### src/design/lkv_pkg.sv
// Shared types and constants of the LRU key/value cache.
`default_nettype none

package lkv_pkg;

	// Field widths fixed by the item format.
	localparam int KEY_W = 16;
	localparam int VAL_W = 32;
	localparam int CAP_W = 4;

	// Default geometry.
	localparam int DEF_ENTRIES = 8;
	localparam int IN_DEPTH = 2;
	localparam int OUT_DEPTH = 4;

	// Capacity register value after reset.
	localparam logic [CAP_W-1:0] CAP_RESET = 4'd8;

	// Action codes.
	localparam logic ACT_ADD = 1'b0;
	localparam logic ACT_LOOKUP = 1'b1;

	// One request item.
	typedef struct packed {
		logic action;
		logic [KEY_W-1:0] key;
		logic [VAL_W-1:0] write_value;
	} req_t;

	// One result item.
	typedef struct packed {
		logic hit;
		logic [VAL_W-1:0] read_value;
	} rsp_t;

endpackage

`default_nettype wire

### src/design/lkv_fifo.sv
// Small synchronous queue used in front of and behind the cache core.
`default_nettype none

module lkv_fifo
	import lkv_pkg::*;
#(
	parameter int WIDTH = $bits(req_t),
	parameter int DEPTH = IN_DEPTH
) (
	input  wire logic                         clk,
	input  wire logic                         arst_n,
	input  wire logic                         push,
	input  wire logic [WIDTH-1:0]             wdata,
	output logic                              full,
	input  wire logic                         pop,
	output logic [WIDTH-1:0]                  rdata,
	output logic                              empty,
	output logic [$clog2(DEPTH+1)-1:0]        count
);

	localparam int PW = (DEPTH > 1) ? $clog2(DEPTH) : 1;
	localparam int CNW = $clog2(DEPTH+1);

	logic [WIDTH-1:0] slot_q [DEPTH];
	logic [PW-1:0] head_q;
	logic [PW-1:0] tail_q;
	logic [CNW-1:0] count_q;
	logic do_push;
	logic do_pop;

	assign full = (count_q == CNW'(DEPTH));
	assign empty = (count_q == '0);
	assign count = count_q;
	assign rdata = slot_q[head_q];
	assign do_push = push && !full;
	assign do_pop = pop && !empty;

	// Pointer and occupancy tracking.
	always_ff @(posedge clk or negedge arst_n) begin
		if (!arst_n) begin
			head_q <= '0;
			tail_q <= '0;
			count_q <= '0;
		end else begin
			if (do_push) begin
				tail_q <= (tail_q == PW'(DEPTH-1)) ? '0 : tail_q + 1'b1;
			end
			if (do_pop) begin
				head_q <= (head_q == PW'(DEPTH-1)) ? '0 : head_q + 1'b1;
			end
			if (do_push && !do_pop) begin
				count_q <= count_q + 1'b1;
			end else if (do_pop && !do_push) begin
				count_q <= count_q - 1'b1;
			end
		end
	end

	// Storage needs no reset.
	always_ff @(posedge clk) begin
		if (do_push) begin
			slot_q[tail_q] <= wdata;
		end
	end

endmodule

`default_nettype wire

### src/design/lkv_core.sv
// Cache core: key match, LRU ranking, replacement and value storage.
`default_nettype none

module lkv_core
	import lkv_pkg::*;
#(
	parameter int ENTRIES = DEF_ENTRIES
) (
	input  wire logic              clk,
	input  wire logic              arst_n,
	input  wire logic              cfg_we,
	input  wire logic [CAP_W-1:0]  cfg_wdata,
	input  wire logic              req_valid,
	input  wire req_t              req,
	input  wire logic              rsp_room,
	output logic                   req_pop,
	output logic                   rsp_valid,
	output rsp_t                   rsp
);

	localparam int RW = $clog2(ENTRIES);
	localparam int CW = $clog2(ENTRIES+1);
	localparam int MW = (CW > CAP_W) ? CW : CAP_W;

	logic [CAP_W-1:0] cap_q;
	logic [KEY_W-1:0] key_q [ENTRIES];
	logic [VAL_W-1:0] value_mem [ENTRIES];
	logic [ENTRIES-1:0] valid_q;
	logic [RW-1:0] rank_q [ENTRIES];
	logic [CW-1:0] fill_q;

	logic issue;
	logic [ENTRIES-1:0] match;
	logic any_hit;
	logic [RW-1:0] hit_idx;
	logic [RW-1:0] hit_rank;
	logic [MW-1:0] cap_ext;
	logic [CW-1:0] eff_cap;
	logic [CW-1:0] eff_cap_m1;
	logic evict;
	logic [ENTRIES-1:0] keep;
	logic [ENTRIES-1:0] free_vec;
	logic [ENTRIES-1:0] free_oh;
	logic [RW-1:0] free_idx;
	logic [RW-1:0] wr_idx;
	logic is_add;

	logic rsp_valid_s1;
	logic hit_s1;
	logic lookup_s1;
	logic [VAL_W-1:0] rdata_s1;

	assign issue = req_valid && rsp_room;
	assign req_pop = issue;
	assign is_add = (req.action == ACT_ADD);

	// Effective capacity: zero acts as one, clipped to the entry count.
	always_comb begin
		cap_ext = MW'(cap_q);
		if (cap_q == '0) begin
			eff_cap = CW'(1);
		end else if (cap_ext > MW'(ENTRIES)) begin
			eff_cap = CW'(ENTRIES);
		end else begin
			eff_cap = CW'(cap_ext);
		end
		eff_cap_m1 = eff_cap - 1'b1;
		evict = (fill_q >= eff_cap);
	end

	// Parallel key compare; the rank and index of the match are ORed out.
	always_comb begin
		hit_idx = '0;
		hit_rank = '0;
		for (int i = 0; i < ENTRIES; i++) begin
			match[i] = valid_q[i] && (key_q[i] == req.key);
			if (match[i]) begin
				hit_idx = hit_idx | RW'(i);
				hit_rank = hit_rank | rank_q[i];
			end
		end
		any_hit = |match;
	end

	// Entries that survive an insert, and the lowest free slot after it.
	always_comb begin
		for (int i = 0; i < ENTRIES; i++) begin
			keep[i] = valid_q[i] && !(evict && (CW'(rank_q[i]) >= eff_cap_m1));
		end
		free_vec = ~keep;
		free_oh = free_vec & (~free_vec + ENTRIES'(1));
		free_idx = '0;
		for (int i = 0; i < ENTRIES; i++) begin
			if (free_oh[i]) begin
				free_idx = free_idx | RW'(i);
			end
		end
		wr_idx = any_hit ? hit_idx : free_idx;
	end

	// Capacity register, valid bits, ranks and fill count.
	always_ff @(posedge clk or negedge arst_n) begin
		if (!arst_n) begin
			cap_q <= CAP_RESET;
			valid_q <= '0;
			fill_q <= '0;
			for (int i = 0; i < ENTRIES; i++) begin
				rank_q[i] <= '0;
			end
		end else begin
			if (cfg_we) begin
				cap_q <= cfg_wdata;
			end
			if (issue && any_hit) begin
				// Move the hit entry to the front; younger entries age by one.
				for (int i = 0; i < ENTRIES; i++) begin
					if (match[i]) begin
						rank_q[i] <= '0;
					end else if (valid_q[i] && (rank_q[i] < hit_rank)) begin
						rank_q[i] <= rank_q[i] + 1'b1;
					end
				end
			end else if (issue && is_add) begin
				// Insert a new entry as most recent, evicting the oldest entries once the fill count reaches the capacity.
				for (int i = 0; i < ENTRIES; i++) begin
					if (free_oh[i]) begin
						rank_q[i] <= '0;
					end else if (keep[i]) begin
						rank_q[i] <= rank_q[i] + 1'b1;
					end
				end
				valid_q <= keep | free_oh;
				fill_q <= (evict ? eff_cap_m1 : fill_q) + 1'b1;
			end
		end
	end

	// Key registers, written at the slot an insert takes.
	always_ff @(posedge clk) begin
		for (int i = 0; i < ENTRIES; i++) begin
			if (issue && is_add && !any_hit && free_oh[i]) begin
				key_q[i] <= req.key;
			end
		end
	end

	// Value memory: one write port, one registered read port.
	always_ff @(posedge clk) begin
		if (issue && is_add) begin
			value_mem[wr_idx] <= req.write_value;
		end
		if (issue) begin
			rdata_s1 <= value_mem[hit_idx];
		end
	end

	// Result stage.
	always_ff @(posedge clk or negedge arst_n) begin
		if (!arst_n) begin
			rsp_valid_s1 <= 1'b0;
		end else begin
			rsp_valid_s1 <= issue;
		end
	end

	always_ff @(posedge clk) begin
		if (issue) begin
			hit_s1 <= any_hit;
			lookup_s1 <= (req.action == ACT_LOOKUP);
		end
	end

	assign rsp_valid = rsp_valid_s1;
	assign rsp.hit = hit_s1;
	assign rsp.read_value = (hit_s1 && lookup_s1) ? rdata_s1 : '0;

	// The fill count matches the number of valid entries.
	a_fill_matches_valid: assert property (@(posedge clk) disable iff (!arst_n)
		$countones(valid_q) == 32'(fill_q))
		else $error("fill count differs from valid entry count");

	// A key is never stored twice.
	a_unique_match: assert property (@(posedge clk) disable iff (!arst_n)
		$onehot0(match))
		else $error("key matched more than one entry");

	// A lookup miss leaves the valid bits and fill count alone.
	a_miss_no_change: assert property (@(posedge clk) disable iff (!arst_n)
		issue && !any_hit && (req.action == ACT_LOOKUP) |=> $stable(valid_q) && $stable(fill_q))
		else $error("lookup miss changed the cache contents");

	// An insert always finds a free slot.
	a_free_slot: assert property (@(posedge clk) disable iff (!arst_n)
		issue && is_add && !any_hit |-> $onehot(free_oh))
		else $error("no free slot for insert");

endmodule

`default_nettype wire

### src/design/lru_key_value_cache.sv
// LRU key/value cache: top level with request queue, core and result queue.
//
// Usage: items enter through a queue-style port. An item is taken at a clock
// edge where push is high and full is low; action 0 adds key with write_value,
// action 1 looks key up. Each item produces exactly one result in order. A
// result waits on hit and read_value while empty is low and leaves at an edge
// where pop is high. The capacity register is written through cfg_we and
// cfg_wdata; the user must do so only while the cache is idle, as the block
// does not enforce it. It limits the entries in use before the least
// recently used one is replaced.
// Path: an accepted item passes the request queue, the core's result register
// and the result queue before its result shows.
// Throughput: one item per cycle while the result queue has room. The core
// handles each item with one parallel key compare and rank update, and
// registers its result together with the value memory read.
// Stalls: a four-entry result queue absorbs results; the core issues only when
// the queue has room counting the result in flight, and the two-entry request
// queue then fills and raises full.
// Reset: clears the queues, all valid bits, ranks and fill count, and sets
// capacity to eight. No clearing pass is needed.
`default_nettype none

module lru_key_value_cache
	import lkv_pkg::*;
#(
	parameter int ENTRIES = DEF_ENTRIES
) (
	input  wire logic              clk,
	input  wire logic              arst_n,
	input  wire logic              cfg_we,
	input  wire logic [CAP_W-1:0]  cfg_wdata,
	input  wire logic              push,
	output logic                   full,
	input  wire logic              action,
	input  wire logic [KEY_W-1:0]  key,
	input  wire logic [VAL_W-1:0]  write_value,
	output logic                   empty,
	input  wire logic              pop,
	output logic                   hit,
	output logic [VAL_W-1:0]       read_value
);

	localparam int OCW = $clog2(OUT_DEPTH+1);

	req_t req_in;
	req_t req_head;
	logic req_empty;
	logic req_pop;
	logic [$clog2(IN_DEPTH+1)-1:0] req_count;
	logic rsp_room;
	logic rsp_valid;
	rsp_t rsp_core;
	rsp_t rsp_head;
	logic rsp_full;
	logic [OCW-1:0] rsp_count;

	assign req_in.action = action;
	assign req_in.key = key;
	assign req_in.write_value = write_value;

	// Request queue.
	lkv_fifo #(
		.WIDTH ($bits(req_t)),
		.DEPTH (IN_DEPTH)
	) u_req_fifo (
		.clk    (clk),
		.arst_n (arst_n),
		.push   (push),
		.wdata  (req_in),
		.full   (full),
		.pop    (req_pop),
		.rdata  (req_head),
		.empty  (req_empty),
		.count  (req_count)
	);

	// Room in the result queue, counting the result in flight.
	assign rsp_room = ((OCW+1)'(rsp_count) + (OCW+1)'(rsp_valid)) < (OCW+1)'(OUT_DEPTH);

	// Cache core.
	lkv_core #(
		.ENTRIES (ENTRIES)
	) u_core (
		.clk       (clk),
		.arst_n    (arst_n),
		.cfg_we    (cfg_we),
		.cfg_wdata (cfg_wdata),
		.req_valid (!req_empty),
		.req       (req_head),
		.rsp_room  (rsp_room),
		.req_pop   (req_pop),
		.rsp_valid (rsp_valid),
		.rsp       (rsp_core)
	);

	// Result queue.
	lkv_fifo #(
		.WIDTH ($bits(rsp_t)),
		.DEPTH (OUT_DEPTH)
	) u_rsp_fifo (
		.clk    (clk),
		.arst_n (arst_n),
		.push   (rsp_valid),
		.wdata  (rsp_core),
		.full   (rsp_full),
		.pop    (pop),
		.rdata  (rsp_head),
		.empty  (empty),
		.count  (rsp_count)
	);

	assign hit = rsp_head.hit;
	assign read_value = rsp_head.read_value;

	// A result never arrives at a full result queue.
	a_no_rsp_overflow: assert property (@(posedge clk) disable iff (!arst_n)
		rsp_valid |-> !rsp_full)
		else $error("result pushed into a full queue");

	// The request queue never reports more items than it holds.
	a_req_count: assert property (@(posedge clk) disable iff (!arst_n)
		32'(req_count) <= IN_DEPTH)
		else $error("request queue count out of range");

	// Issue only happens with room for the result.
	a_issue_room: assert property (@(posedge clk) disable iff (!arst_n)
		req_pop |-> rsp_room && !req_empty)
		else $error("item issued without room for its result");

endmodule

`default_nettype wire

### config.mk
export PLATFORM = sky130hd
export DESIGN_NAME = lru_key_value_cache
export DESIGN_NICKNAME = d
export VERILOG_FILES = /design/src/design/lkv_pkg.sv /design/src/design/lkv_fifo.sv /design/src/design/lkv_core.sv /design/src/design/lru_key_value_cache.sv
export SDC_FILE = /design/constraint.sdc
export NUM_CORES = 1
export LEC_CHECK = 0
export BUFFER_PORTS_ARGS = -buffer_cell sky130_fd_sc_hd__buf_2
export CORE_MARGIN = 3
export CORE_UTILIZATION = 30
export CTS_CLUSTER_DIAMETER = 150
export DETAILED_ROUTE_END_ITERATION = 16
export GPL_ROUTABILITY_DRIVEN = 0
export MAX_ROUTING_LAYER = met4
export SLEW_MARGIN = 20
export SYNTH_ARGS = -nofsm -noshare
export SYNTH_HDL_FRONTEND = slang
export SYNTH_HIERARCHICAL = 1
export SYNTH_SLANG_ARGS = --single-unit
### constraint.sdc
create_clock -name clk -period 8.5 [get_ports clk]
set_input_delay 0.425 -clock clk [delete_from_list [all_inputs] [get_ports clk]]
set_output_delay 0.425 -clock clk [all_outputs]
set_load 0.01 [all_outputs]
Yosys cells after proc, flatten, opt, wreduce, memory -nomap -nowiden. Memory sizes are Yosys's and may differ from the RTL's. A register that Yosys moved wholly into a read port is not among the register bits. Cells that the tools add are included.

Latch bits: 0. Bits in read-only memories: 0. Memories: 4. Output and inout bits: 35. Register bits after elaboration: 54. RAM bits: 614.

$mul: 0. Div/mod/pow operators: 0. Bitwise logic cells: 13. Order comparisons: 19. Eq/ne operators: 20. Shift-type cells: 0. Reduce and logical (&&, ||, !) cells: 101. Muxes and demuxes: 112. Add/subtract/negate cells: 20.

Memories: u_core.value_mem (depth 8, bits a word 32, rd ports 1, clocked after Yosys merged registers in 1, wr ports 1, RTL line lkv_core.sv:27) `logic [VAL_W-1:0] value_mem [ENTRIES];`; u_rsp_fifo.slot_q (depth 4, bits a word 33, rd ports 1, clocked after Yosys merged registers in 0, wr ports 1, RTL line lkv_fifo.sv:24) `logic [WIDTH-1:0] slot_q [DEPTH];`; u_core.key_q (depth 8, bits a word 16, rd ports 8, clocked after Yosys merged registers in 0, wr ports 1, RTL line lkv_core.sv:26) `logic [KEY_W-1:0] key_q [ENTRIES];`; u_req_fifo.slot_q (depth 2, bits a word 49, rd ports 1, clocked after Yosys merged registers in 0, wr ports 1, RTL line lkv_fifo.sv:24).

Operators by type and width (number): two-way mux 3 bit (58); == test 16 bit (8); two-way mux 16 bit (7); OR reduction 16 bit (7); logical AND 1 bit (53); two-way mux 24 bit (2); two-way mux 1 bit (33); greater-or-equal comparator 3 x 4 -> 1 bit (8); two-way mux 32 bit (1); adder 3 x 1 -> 3 bit (second input constant) (9); less-than comparator 3 bit (8); inequality test 3 x 2 -> 1 bit (second input constant) (8); AND reduction 3 bit (8); nonzero test 3 bit (8); bitwise OR 3 bit (7); zero test 1 bit (17); two-way mux 2 bit (8); inverter 8 bit (2); two-way mux 4 bit (3); adder 8 x 1 -> 8 bit (second input constant) (1); AND 8 bit (1); bitwise OR 8 bit (1); OR reduction 8 bit (1); adder 2 x 1 -> 2 bit (second input constant) (3); 17 further kinds (23).

Logic depth before layout (Yosys ltp). Gate-level depths: netlist of the first run.

Depth after elaboration: 23. Mapped depth: 20. Depth with buffers taken out: 17.

Hierarchy. Netlist of the first run, hierarchy kept.

By module, submodules not included: lkv_core (instances 1, cells each 1505, seq. area each 13579.3 µm², area an instance 20908.8 µm²); lkv_fifo at u_rsp_fifo (instances 1, cells each 210, seq. area each 4139.0 µm², area an instance 5228.8 µm²); lkv_fifo at u_req_fifo (instances 1, cells each 172, seq. area each 3042.9 µm², area an instance 3986.3 µm²); lru_key_value_cache (instances 1, cells each 2, seq. area each 0.0 µm², area an instance 10.0 µm²).

Worst setup path after synthesis of the first run. No wires, ideal clock.

Path kind: reg-to-reg. From: reg u_core.cap_q[1] (netlist: u_core/cap_ext[1]). To: mem u_core.value_mem[5][0], enable pin. Stages on the path, launching flop included: 17. Path slack: 2.211 ns. Clock period less this slack: 6.289 ns. Setup time: 0.468 ns. Buffers on the path: 0. Arrival time: 5.822 ns. Cells stage by stage: dfrtp_1 nor2_1 nor2_1 nor2_1 inv_1 ha_1 xor2_1 ha_1 a21o_1 a31oi_1 nand3_1 a2111oi_4 nand3b_1 nand4_1 mux2_2 nand2_1 nor3b_1.

Word-level cells in the longest chain between the ends: 20.

Ends and longest elaborated chain: start: declaration (RTL line lkv_core.sv:25) `logic [CAP_W-1:0] cap_q;`; start signal: assignment (RTL line lkv_core.sv:112) `cap_q <= cfg_wdata;`; greater-than comparator 4 bit (RTL line lkv_core.sv:62) `end else if (cap_ext > MW'(ENTRIES)) begin`; two-way mux 4 bit (RTL line lkv_core.sv:62); two-way mux 4 bit (*) (RTL line lkv_core.sv:60) `if (cap_q == '0) begin`; subtractor 4 x 1 -> 4 bit (RTL line lkv_core.sv:67) `eff_cap_m1 = eff_cap - 1'b1;`; greater-or-equal comparator 3 x 4 -> 1 bit (RTL line lkv_core.sv:88) `keep[i] = valid_q[i] && !(evict && (CW'(rank_q[i]) >= eff_cap_m1));`; logical AND 1 bit (RTL line lkv_core.sv:88); zero test 1 bit (RTL line lkv_core.sv:88); logical AND 1 bit (RTL line lkv_core.sv:88); inverter 8 bit (*) (RTL line lkv_core.sv:90) `free_vec = ~keep;`; inverter 8 bit (RTL line lkv_core.sv:91) `free_oh = free_vec & (~free_vec + ENTRIES'(1));`; adder 8 x 1 -> 8 bit (RTL line lkv_core.sv:91); AND 8 bit (*) (RTL line lkv_core.sv:91); two-way mux 1 bit (RTL line lkv_core.sv:94) `if (free_oh[i]) begin`; two-way mux 2 bit (2 in series) (RTL line lkv_core.sv:94); two-way mux 3 bit (3 in series) (RTL line lkv_core.sv:94); two-way mux 3 bit (*) (RTL line lkv_core.sv:94); two-way mux 3 bit (*) (RTL line lkv_core.sv:98) `wr_idx = any_hit ? hit_idx : free_idx;`; end: declaration (RTL line lkv_core.sv:27).

Every way passes the cells marked *; elsewhere a longest branch is shown, timed or not.

Final worst setup path of the first run.
From: reg u_core.cap_q[1] (netlist: u_core/cap_ext[1]). To: mem u_core.value_mem[3][6], enable pin.

The elaborated chain is that of the path after synthesis.

==> results of run 1 <==
-- cell usage after synthesis (15+ instances only) --
cell        n
nand3_1    59
nand4_1    23
buf_4      15
xor2_1     32
mux2_4     51
edfxtp_1  648
nand2b_1   28
mux4_2     33
ha_1       61
nand2_1   154
inv_1      29
and3_1     43
mux2i_1    97
o21ai_0    81
nor2_1     71
buf_6      16
xnor2_1   100
dfrtp_1    51
buf_2      18
mux2_2     40
clkbuf_1   25
-- through the flow --
| stage | setup WS (ps) | power [uW] |
|---|---|---|
| 6_report | 2760 | 11400 |
| 5_1_grt | 2320 | 12000 |
| 4_1_cts | 2770 | 11500 |
| 3_5_place_dp | 2810 | 8560 |
| 3_3_place_gp | 2860 | 8420 |
| 2_1_floorplan | 2210 | 7500 |
-- placed cells by master, fill, tap and decap left out, types with 7 or more instances in the layout --
master	instances
a21o_1	14
a21oi_1	12
a22o_1	12
a31oi_1	10
and2_1	7
and3_1	41
buf_2	92
buf_4	24
clkbuf_1	14
clkbuf_16	71
clkinv_1	16
clkinv_2	7
dfrtp_1	49
dlygate4sd3_1	43
edfxtp_1	648
ha_1	61
inv_1	29
mux2_2	40
mux2_4	51
mux2i_1	97
mux4_2	33
nand2_1	153
nand2b_1	28
nand3_1	59
nand4_1	23
nor2_1	61
nor2_4	7
nor3_1	14
nor3_2	8
o21ai_0	81
o21ai_1	13
o31ai_1	8
xnor2_1	100
xor2_1	32
-- cell type report --
| type | instances | area, um2 | share of cell area (%) |
|---|---|---|---|
| antenna | 4 | 10.0 | 0.0289 |
| clock buffer | 85 | 1830 | 5.28 |
| clock inverter | 35 | 310 | 0.896 |
| inverter | 30 | 113 | 0.325 |
| multi-input combinational | 1079 | 8760 | 25.3 |
| sequential | 700 | 20800 | 60.0 |
| tap | 1287 | 1610 | 4.65 |
| timing repair buffer | 165 | 1220 | 3.53 |
-- final timing paths --
| path | endpoint | slack, ps | depth (start not counted) |
|---|---|---|---|
| hold reg to reg | u_core/cap_ext[0]$_DFFE_PN0P_ | 510 | 1 |
| hold / removal | u_req_fifo/slot_q[0][1]$_DFFE_PP_ | 40 | 1 |
| setup / recovery | u_core/value_mem[3][6]$_DFFE_PP_ | 2760 | 16 |
| min in group asynchronous | u_req_fifo/head_q$_DFFE_PN0P_ | 490 | 3 |
| setup reg to reg | u_core/value_mem[3][6]$_DFFE_PP_ | 2760 | 16 |
| max in group asynchronous | u_rsp_fifo/head_q[0]$_DFFE_PN0P_ | 7440 | 3 |
-- routing by layer --
| layer | vias to the layer above | track usage (%) |
|---|---|---|
| li1 | 7513 | - |
| met1 | 8203 | 17.5 |
| met2 | 441 | 20.1 |
| met3 | 116 | 1.85 |
| met4 | 0 | 4.74 |
| met5 | - | - |
-- power by group through the flow --
stage / logic [uW] / clock network, uW / registers (uW)
6_report: 3290 / 2910 / 5190
5_1_grt: 3630 / 3140 / 5250
4_1_cts: 3310 / 2990 / 5210
3_5_place_dp: 3290 / 0 / 5280
3_3_place_gp: 3170 / 0 / 5250
2_1_floorplan: 2390 / 0 / 5110
-- what timing repair did --
| action | 4_1_cts | 5_1_grt |
|---|---|---|
| hold buffers | 43 | 0 |
| endpoints found under the hold margin | 135 | 0 |
| endpoints found under the setup margin | 0 | 0 |
-- flip-flops by register name, indices dropped and copies added, names as in the netlist --
register,flops
u_core/value_mem,256
u_rsp_fifo/slot_q,132
u_core/key_q,128
u_req_fifo/slot_q,98
u_core/rdata_s1,32
u_core/rank_q,24
u_core/valid_q,8
u_core/cap_ext,4
u_core/fill_q,4
u_rsp_fifo/count,3
u_req_fifo/count,2
u_rsp_fifo/head_q,2
u_rsp_fifo/tail_q,2
u_core/hit_s1,1
u_core/lookup_s1,1
u_core/rsp_valid,1
u_req_fifo/head_q,1
u_req_fifo/tail_q,1
-- cells by family after synthesis --
family | after synthesis | share of synthesized area (%)
adders and majority gates | 62 | 2.60
DFF | 700 | 68.9
AOI/OAI and AO/OA | 209 | 4.85
muxes | 223 | 9.80
buffers and inverters | 110 | 2.30
xor gates and xnor gates | 134 | 3.94
and+or+nand+nor | 451 | 7.61
-- critical path, stage by stage (launching register included) --
cell       delay (ps)
dfrtp_1           400
nor2_1            130
nor2_1             60
nor2_1            190
inv_1             230
ha_1              250
xor2_1            690
ha_1              390
a21o_1            160
a31oi_1           260
nand3_1           240
a2111oi_4         620
nand3b_1          240
nand4_1           140
mux2_2            160
nand2_1           200
nor2_4            950
==> metrics.cfg, run 1 <==
[finish]
final_area_um2=34600
finalNonFillerCells=3385
fin_nets=2164
fillers=9315
drive_above_1_share_pct=19.3
syn_to_final_growth_pct=14.9
final_util_pct=35.0

[clocking]
cts_resized=0
path_clk_slew_ps=60
cts_made_buffers=68
post-cts-setup-buffers=0
cts_max_path_buffers=3
cts_root_buffer=clkbuf_16
h-tree-depth=3
cts_tree=yes
cts.sinks=700
clk_latency_ps=620

[synth]
synth_cells=1889
async_flop_share_pct=7.43
ys_ff_latch=700
syn-num-nets=2009
synth_edf_count=648
synth_area_leaders=edfxtp_1, dfrtp_1, mux2i_1
yosys.area.top_type=edfxtp_1
synth_top_area_share_pct=64.6
yosysSeqAreaShare_pct=68.9
synth.distinct_cells=83
yosysWarnings=6
syn_area_per_cell_um2=16.0
synth_area_um2=30100
synth_top_flop_cell=edfxtp_1

[drt]
first_pass_iters=5
vias=16300
routedWlPerCell_um=19.5
routed-wl-met3_mm=3.30
drt_iter0_markers=1312
drt-total-wl_mm=66.1
drt-met1-wl_mm=30.1
viasPerCell=4.81
route.detailed.drc=0
met2_length_mm=30.9
ant_nets=0
top_layer=met4

[timing]
relSlewSlack_pct=23.8
hold_viol_final=0
skew_ps=26.2
tns_ps=0
slew_viol_final=0
rsz0062_at_grt=false
min_period_ps=5740
setup-violations-final=0
whs_ps=41.4
fmax_mhz=174
fin_crit_sh_pct=67.6
worst_pin_slew_ps=1140

[worst_setup_path]
startpoint=u_core/cap_ext[1]$_DFFE_PN0P_
arrival_ps=5970
critical_path_class=reg -> reg
cp_max_fo=32
cp-start-kind=register
reg2reg_from=u_core/cap_ext[1]$_DFFE_PN0P_
cp.required_ps=8720
end_kind=register

[power_and_ir_drop]
switching_power_uw=3660
combPwrFrac_pct=28.9
internal-power_uw=7740
peakVddDrop_mv=0.144
swShare_pct=32.1
p_leak_uw=0.0119
clkPwrFrac_pct=25.5
power_density_nw_per_um2=329
power_frac_seq_pct=45.6

[place]
placed_cell_area_um2=32000
port_buffers=92
placedCellCount=3215
hpwlAfterDp_mm=42.7

[global_routing]
grt_overflow=0
antenna_found_initial=6
track_usage_pct=13.0
grt_max_degree=81
grt_pass1_vias=16400
grt_pass1_wl_mm=101

[hold_path]
hp-start=write_value[1]
hp-class=in -> reg

[floorplanning]
die_w_um=323
core-area_um2=99000
die_y_um=323
fp-row-count=115
dieArea_um2=104000
start_util_pct=30.4
ios=93

[run_status]
status=complete, no violations

[run]
cap_violations=0

(Power assumes the default switching activity.)
==> run 2: changes to the inputs <==
- clock period: 8.5 -> 4.9 ns (I/O delays scaled with it)
==> run 2 against run 1 <==
  * Wire length is 0.70% lower
  * Cell count is 1.1% higher
  * Combinational power is 74% higher
  * Flip-flop and latch count stayed put
  * Power is 73% higher
  * Largest cell class unchanged
  * Core utilization is 0.33 points higher
  * Clock power is 69% higher
  * Register-to-register slack worse by 2500 ps
  * Clock skew is 3.0 ps higher
  * Sequential power is 75% higher
  * Critical path depth is 2 higher
  * Global-route usage is 0.12 points lower
==> metrics.cfg, run 2 (synthesized netlist as in run 1, its figures left out) <==
[run_status]
status=complete, no violations  ; unchanged

[worst_setup_path]
end_kind=register  ; unchanged
cp.required_ps=5190  ; was 8720 ps
cp_max_fo=32  ; unchanged
arrival_ps=4900  ; was 5970 ps
critical_path_class=reg -> reg  ; unchanged
cp-start-kind=register  ; unchanged

[power_and_ir_drop]
power_uw=19700  ; was 11,400 uW
power_density_nw_per_um2=563  ; was 329 nW/um2
peakVddDrop_mv=0.226  ; was 0.144 mV
p_leak_uw=0.0120  ; was 0.0119 uW

[timing]
rsz0062_at_grt=false  ; unchanged
skew_ps=29.2  ; was 26.2 ps
relSlewSlack_pct=35.2  ; was 23.8%
fmax_mhz=217  ; was 174 MHz
hold_viol_final=0  ; unchanged
fin_crit_sh_pct=94.0  ; was 67.6%
slew_viol_final=0  ; unchanged
worst_pin_slew_ps=971  ; was 1140 ps
timing.final.ws_setup_ps=294  ; was 2760 ps
setup-violations-final=0  ; unchanged
whs_ps=328  ; was 41.4 ps
min_period_ps=4610  ; was 5740 ps

[clocking]
cts.sinks=700  ; unchanged
cts_root_buffer=clkbuf_16  ; unchanged
path_clk_slew_ps=60  ; about the same
clk_latency_ps=620  ; about the same
cts_max_path_buffers=3  ; unchanged
cts_made_buffers=67  ; was 68
cts_tree=yes  ; unchanged
h-tree-depth=3  ; unchanged

[finish]
fin_nets=2198  ; was 2,164
final_common_cell=edfxtp_1  ; unchanged
syn_to_final_growth_pct=16.0  ; was 14.9%
drive_above_1_share_pct=19.9  ; was 19.3%
final_cell_mix=edfxtp_1, nand2_1, xnor2_1  ; unchanged
largest_register_ffs=256  ; unchanged
top_regs=u_core/value_mem (256), u_rsp_fifo/slot_q (132), u_core/key_q (128)  ; unchanged
fillers=9301  ; was 9,315
top_register=u_core/value_mem  ; unchanged

[global_routing]
antenna_found_initial=7  ; was 6
grt_max_degree=53  ; was 81
grt_pass1_wl_mm=100  ; was 101 mm
grt_pass1_vias=16600  ; was 16,400
grt_overflow=0  ; unchanged
track_usage_pct=12.9  ; was 13.0%

[hold_path]
hp-class=in -> async  ; was in -> reg

[place]
port_buffers=92  ; unchanged
hpwlAfterDp_mm=43.4  ; was 42.7 mm
pre_cts_ws_ps=-232  ; was 2810 ps

[floorplanning]
fp-row-count=115  ; unchanged
die_y_um=323  ; unchanged
die_w_um=323  ; unchanged
ios=93  ; unchanged
start_util_pct=30.4  ; unchanged
dieArea_um2=104000  ; unchanged
core-area_um2=99000  ; unchanged

[drt]
drt-total-wl_mm=65.7  ; was 66.1 mm
viasPerCell=4.74  ; was 4.81
route.detailed.drc=0  ; unchanged
drt_iter0_markers=1208  ; was 1,312
first_pass_iters=5  ; unchanged
ant_nets=0  ; unchanged
vias=16200  ; was 16,300
routedWlPerCell_um=19.2  ; was 19.5 um

[run]
cap_violations=0  ; unchanged

-- run 2: per-stage QoR --
step / utilization [%] / cells / cell area, um2 / setup TNS, ps
after floorplan: - / 1889 / 30100 / -64800
after global placement: 32.5 / 3234 / 32200 / -1570
after detailed placement: 32.5 / 3234 / 32200 / -10210
after CTS: 35.2 / 3412 / 34900 / 0
after global routing: 35.3 / 3422 / 34900 / 0
final: 35.3 / 3422 / 34900 / 0
-- run 2: timing repair --
action                     in CTS  in global routing
pin swaps                       0                  1
hold endpoints to repair      156                  0
hold buffers                   59                  0
setup endpoints to repair     171                245
gates resized for setup         2                  5
buffers inserted                0                  2
-- run 2: metal layers --
metal  vias to the layer above  GRT usage (%)  share of wire [%]  wire length, um
met5                         -              -                  0                0
met4                         0           4.82                2.6             1730
met3                       108           2.18                5.2             3410
met2                       393           20.1                 47            30800
met1                      8134           16.9                 45            29700
li1                       7577              -                  -                -
-- run 2: final timing paths --
path / start / end / slack, ps / cells after the start
min: arst_n / u_core/rank_q[8]$_DFFE_PN0P_ / 330 / 3
min in group clk: key[12] / u_req_fifo/slot_q[1][44]$_DFFE_PP_ / 350 / 2
max reg2reg: u_core/cap_ext[1]$_DFFE_PN0P_ / u_core/value_mem[5][7]$_DFFE_PP_ / 290 / 18
min reg2reg: u_core/fill_q[0]$_DFFE_PN0P_ / u_core/fill_q[0]$_DFFE_PN0P_ / 500 / 2
max: u_core/cap_ext[1]$_DFFE_PN0P_ / u_core/value_mem[5][7]$_DFFE_PP_ / 290 / 18
max in group asynchronous: arst_n / u_req_fifo/head_q$_DFFE_PN0P_ / 4000 / 3
-- run 2: worst max-delay path: stages, from the launching register on --
cell and delay, ps:
dfrtp_1 400, nor2_1 130, nor2_1 50, nor2_1 200, inv_1 100, ha_1 250, xor2_4 350, ha_1 320
a21o_1 160, a31oi_1 220, nand3_1 260, a2111oi_4 340, buf_4 200, nand3b_1 150, nand4_1 150, mux2_2 170
nand2_1 220, nor3b_4 310, buf_12 260
-- run 2: cell type report --
cell class / count / area (um2) / area share, %
Sequential cell: 700 / 20800 / 59.4
Multi-Input combinational cell: 1079 / 8810 / 25.2
Clock buffer: 83 / 1740 / 4.97
Tap cell: 1287 / 1610 / 4.61
Timing Repair Buffer: 200 / 1550 / 4.44
Clock inverter: 36 / 342 / 0.977
Inverter: 30 / 113 / 0.322
Antenna cell: 7 / 17.5 / 0.0501
-- run 2: where the power goes --
| part | total [uW] | internal [uW] | switching, uW |
|---|---|---|---|
| clock network | 4920 | 2760 | 2160 |
| registers | 9060 | 8400 | 656 |
| logic | 5720 | 2190 | 3530 |
| total | 19700 | 13300 | 6350 |
==> run 3: changes to the inputs <==
- CORE_MARGIN: 3 -> unset
- CORE_UTILIZATION: 30 -> 45
==> run 3 against run 2 <==
  * The run now ends with DRC left
  * Critical endpoint is now u_core/rank_q[17]$_DFFE_PN0P_
  * Clock-buffer cell count increased by 15
  * Setup slack got worse by 15 ps
  * Largest cell class unchanged
  * Flip-flop and latch count unchanged
  * Sequential power about the same
==> metrics.cfg, run 3 (synthesized netlist as in run 1, its figures left out) <==
[clocking]
h-tree-depth=3  ; unchanged
path_clk_slew_ps=60  ; about the same
cts_made_buffers=76  ; was 67
cts_tree=yes  ; unchanged
clk_latency_ps=610  ; was 620 ps
cts.sinks=700  ; unchanged
cts_root_buffer=clkbuf_16  ; unchanged
cts_max_path_buffers=3  ; unchanged

[global_routing]
antenna_found_initial=1  ; was 7
grt_pass1_wl_mm=98.2  ; was 100 mm
grt_pass1_vias=16400  ; was 16,600
track_usage_pct=19.7  ; was 12.9%
grt_max_degree=65  ; was 53
grt_overflow=0  ; unchanged

[timing]
timing.final.ws_setup_ps=278  ; was 294 ps
hold_viol_final=0  ; unchanged
relSlewSlack_pct=26.3  ; was 35.2%
whs_ps=40.5  ; was 328 ps
fin_crit_sh_pct=94.3  ; was 94.0%
worst_pin_slew_ps=1110  ; was 971 ps
slew_viol_final=0  ; unchanged
min_period_ps=4620  ; was 4610 ps
fmax_mhz=216  ; was 217 MHz
tns_ps=0  ; unchanged
setup-violations-final=0  ; unchanged
rsz0062_at_grt=false  ; unchanged
skew_ps=24.0  ; was 29.2 ps

[finish]
final_cell_mix=edfxtp_1, nand2_1, xnor2_1  ; unchanged
syn_to_final_growth_pct=14.9  ; was 16.0%
fin_nets=2206  ; was 2,198
top_regs=u_core/value_mem (256), u_rsp_fifo/slot_q (132), u_core/key_q (128)  ; unchanged
n_antenna_cell=0  ; was 7
drive_above_1_share_pct=20.4  ; was 19.9%
largest_register_ffs=256  ; unchanged
final_util_pct=52.5  ; was 35.3%
final_common_cell=edfxtp_1  ; unchanged
top_register=u_core/value_mem  ; unchanged
fillers=5358  ; was 9,301

[drt]
route.detailed.drc=4  ; was 0
drt_iter0_markers=1489  ; was 1,208
vias=16300  ; was 16,200
ant_nets=0  ; unchanged
routedWlPerCell_um=21.3  ; was 19.2 um
first_pass_iters=11  ; was 5
drt-total-wl_mm=64.1  ; was 65.7 mm
viasPerCell=5.43  ; was 4.74

[floorplanning]
fp-row-count=94  ; was 115
core-area_um2=66000  ; was 99,000 um2
start_util_pct=45.7  ; was 30.4%
die_y_um=261  ; was 323 um
dieArea_um2=68000  ; was 104,000 um2
ios=93  ; unchanged
die_w_um=261  ; was 323 um

[worst_setup_path]
cp_max_fo=18  ; was 32
cp_top_family=simple AND/OR/NAND/NOR gates  ; unchanged
r2r_slack_ps=280  ; was 290 ps
critical_path_class=reg -> reg  ; unchanged
cp.required_ps=5380  ; was 5190 ps
arrival_ps=5100  ; was 4900 ps
path_cells=mux2_4 > xor2_1 > nor4_2 > and3_1 > nor4b_2 > a22oi_1 > and3_1 > ha_1 > nand2b_1 > o41ai_1 > o21ai_1 > o41ai_1  ; was nor2_1 > nor2_1 > nor2_1 > inv_1 > ha_1 > xor2_4 > ha_1 > a21o_1 > a31oi_1 > nand3_1 > a2111oi_4 > buf_4 > nand3b_1 > nand4_1 > mux2_2 > nand2_1 > nor3b_4 > buf_12
path_buf_inv=0  ; was 3
end_kind=register  ; unchanged
cp-start-kind=register  ; unchanged
slowest_stage=dfrtp_4  ; was dfrtp_1
max_stage_delay_ps=660  ; was 400 ps

[power_and_ir_drop]
peakVddDrop_mv=0.336  ; was 0.226 mV
power_density_nw_per_um2=577  ; was 563 nW/um2
p_leak_uw=0.0121  ; was 0.0120 uW

[run]
cap_violations=0  ; unchanged

[place]
port_buffers=92  ; unchanged
pre_cts_ws_ps=-278  ; was -232 ps
hpwlAfterDp_mm=40.3  ; was 43.4 mm

[hold_path]
hp-class=in -> reg  ; was in -> async

[run_status]
status=complete, but fails checks  ; was complete, no violations
violations=DRC

==> run 3: final timing paths <==
kind	cells past startpoint	from	to
setup / recovery	12	u_req_fifo/head_q$_DFFE_PN0P_	u_core/rank_q[17]$_DFFE_PN0P_
max in group asynchronous	3	arst_n	u_req_fifo/head_q$_DFFE_PN0P_
setup reg to reg	12	u_req_fifo/head_q$_DFFE_PN0P_	u_core/rank_q[17]$_DFFE_PN0P_
hold reg to reg	2	u_core/fill_q[0]$_DFFE_PN0P_	u_core/fill_q[0]$_DFFE_PN0P_
min in group asynchronous	3	arst_n	u_core/cap_ext[0]$_DFFE_PN0P_
hold / removal	3	push	u_req_fifo/tail_q$_DFFE_PN0P_
==> run 3: through the flow <==
stage | area (um2) | instances | total power (uW)
finish | 34600 | 3005 | 20000
global route | 34600 | 3005 | 21000
CTS | 34600 | 3003 | 20200
detailed placement | 31700 | 2814 | 14800
global placement | 31700 | 2813 | 14600
floorplan | 30100 | 1889 | 13000
==> run 3: what timing repair did <==
action                     CTS  global route
setup buffers                0             1
setup endpoints to repair  224            46
resized for setup            2             6
hold endpoints to repair   155             0
pin swaps                    0             1
hold buffers                56             0
==> run 3: worst register-to-register path, cell delays in order, from the launching register on <==
cell,delay [ps]
dfrtp_4,660
mux2_4,490
xor2_1,200
nor4_2,380
and3_1,320
nor4b_2,440
a22oi_1,160
and3_1,400
ha_1,270
nand2b_1,170
o41ai_1,400
o21ai_1,230
o41ai_1,390
==> run 3: final cells by class <==
cell class                      instances  area, um2  share of cell area [%]
Sequential cell                       700      20800                    60.0
Multi-Input combinational cell       1079       8820                    25.5
Clock buffer                           98       2030                    5.86
Timing Repair Buffer                  199       1550                    4.48
Tap cell                              864       1080                    3.12
Clock inverter                         35        259                   0.748
Inverter                               30        113                   0.325
==> run 3: routing by layer <==
metal	part of all wire, %	global-route usage [%]	vias to the layer above
li1	-	-	7598
met1	47	27.7	8227
met2	46	29.7	395
met3	5.2	3.13	98
met4	2.1	5.77	0
met5	0	-	-
==> run 3: report_power, final <==
part	total [uW]	internal (uW)	switching [uW]
Sequential	9070	8410	664
Combinational	5640	2210	3430
Clock	5250	2990	2260
Total	20000	13600	6360
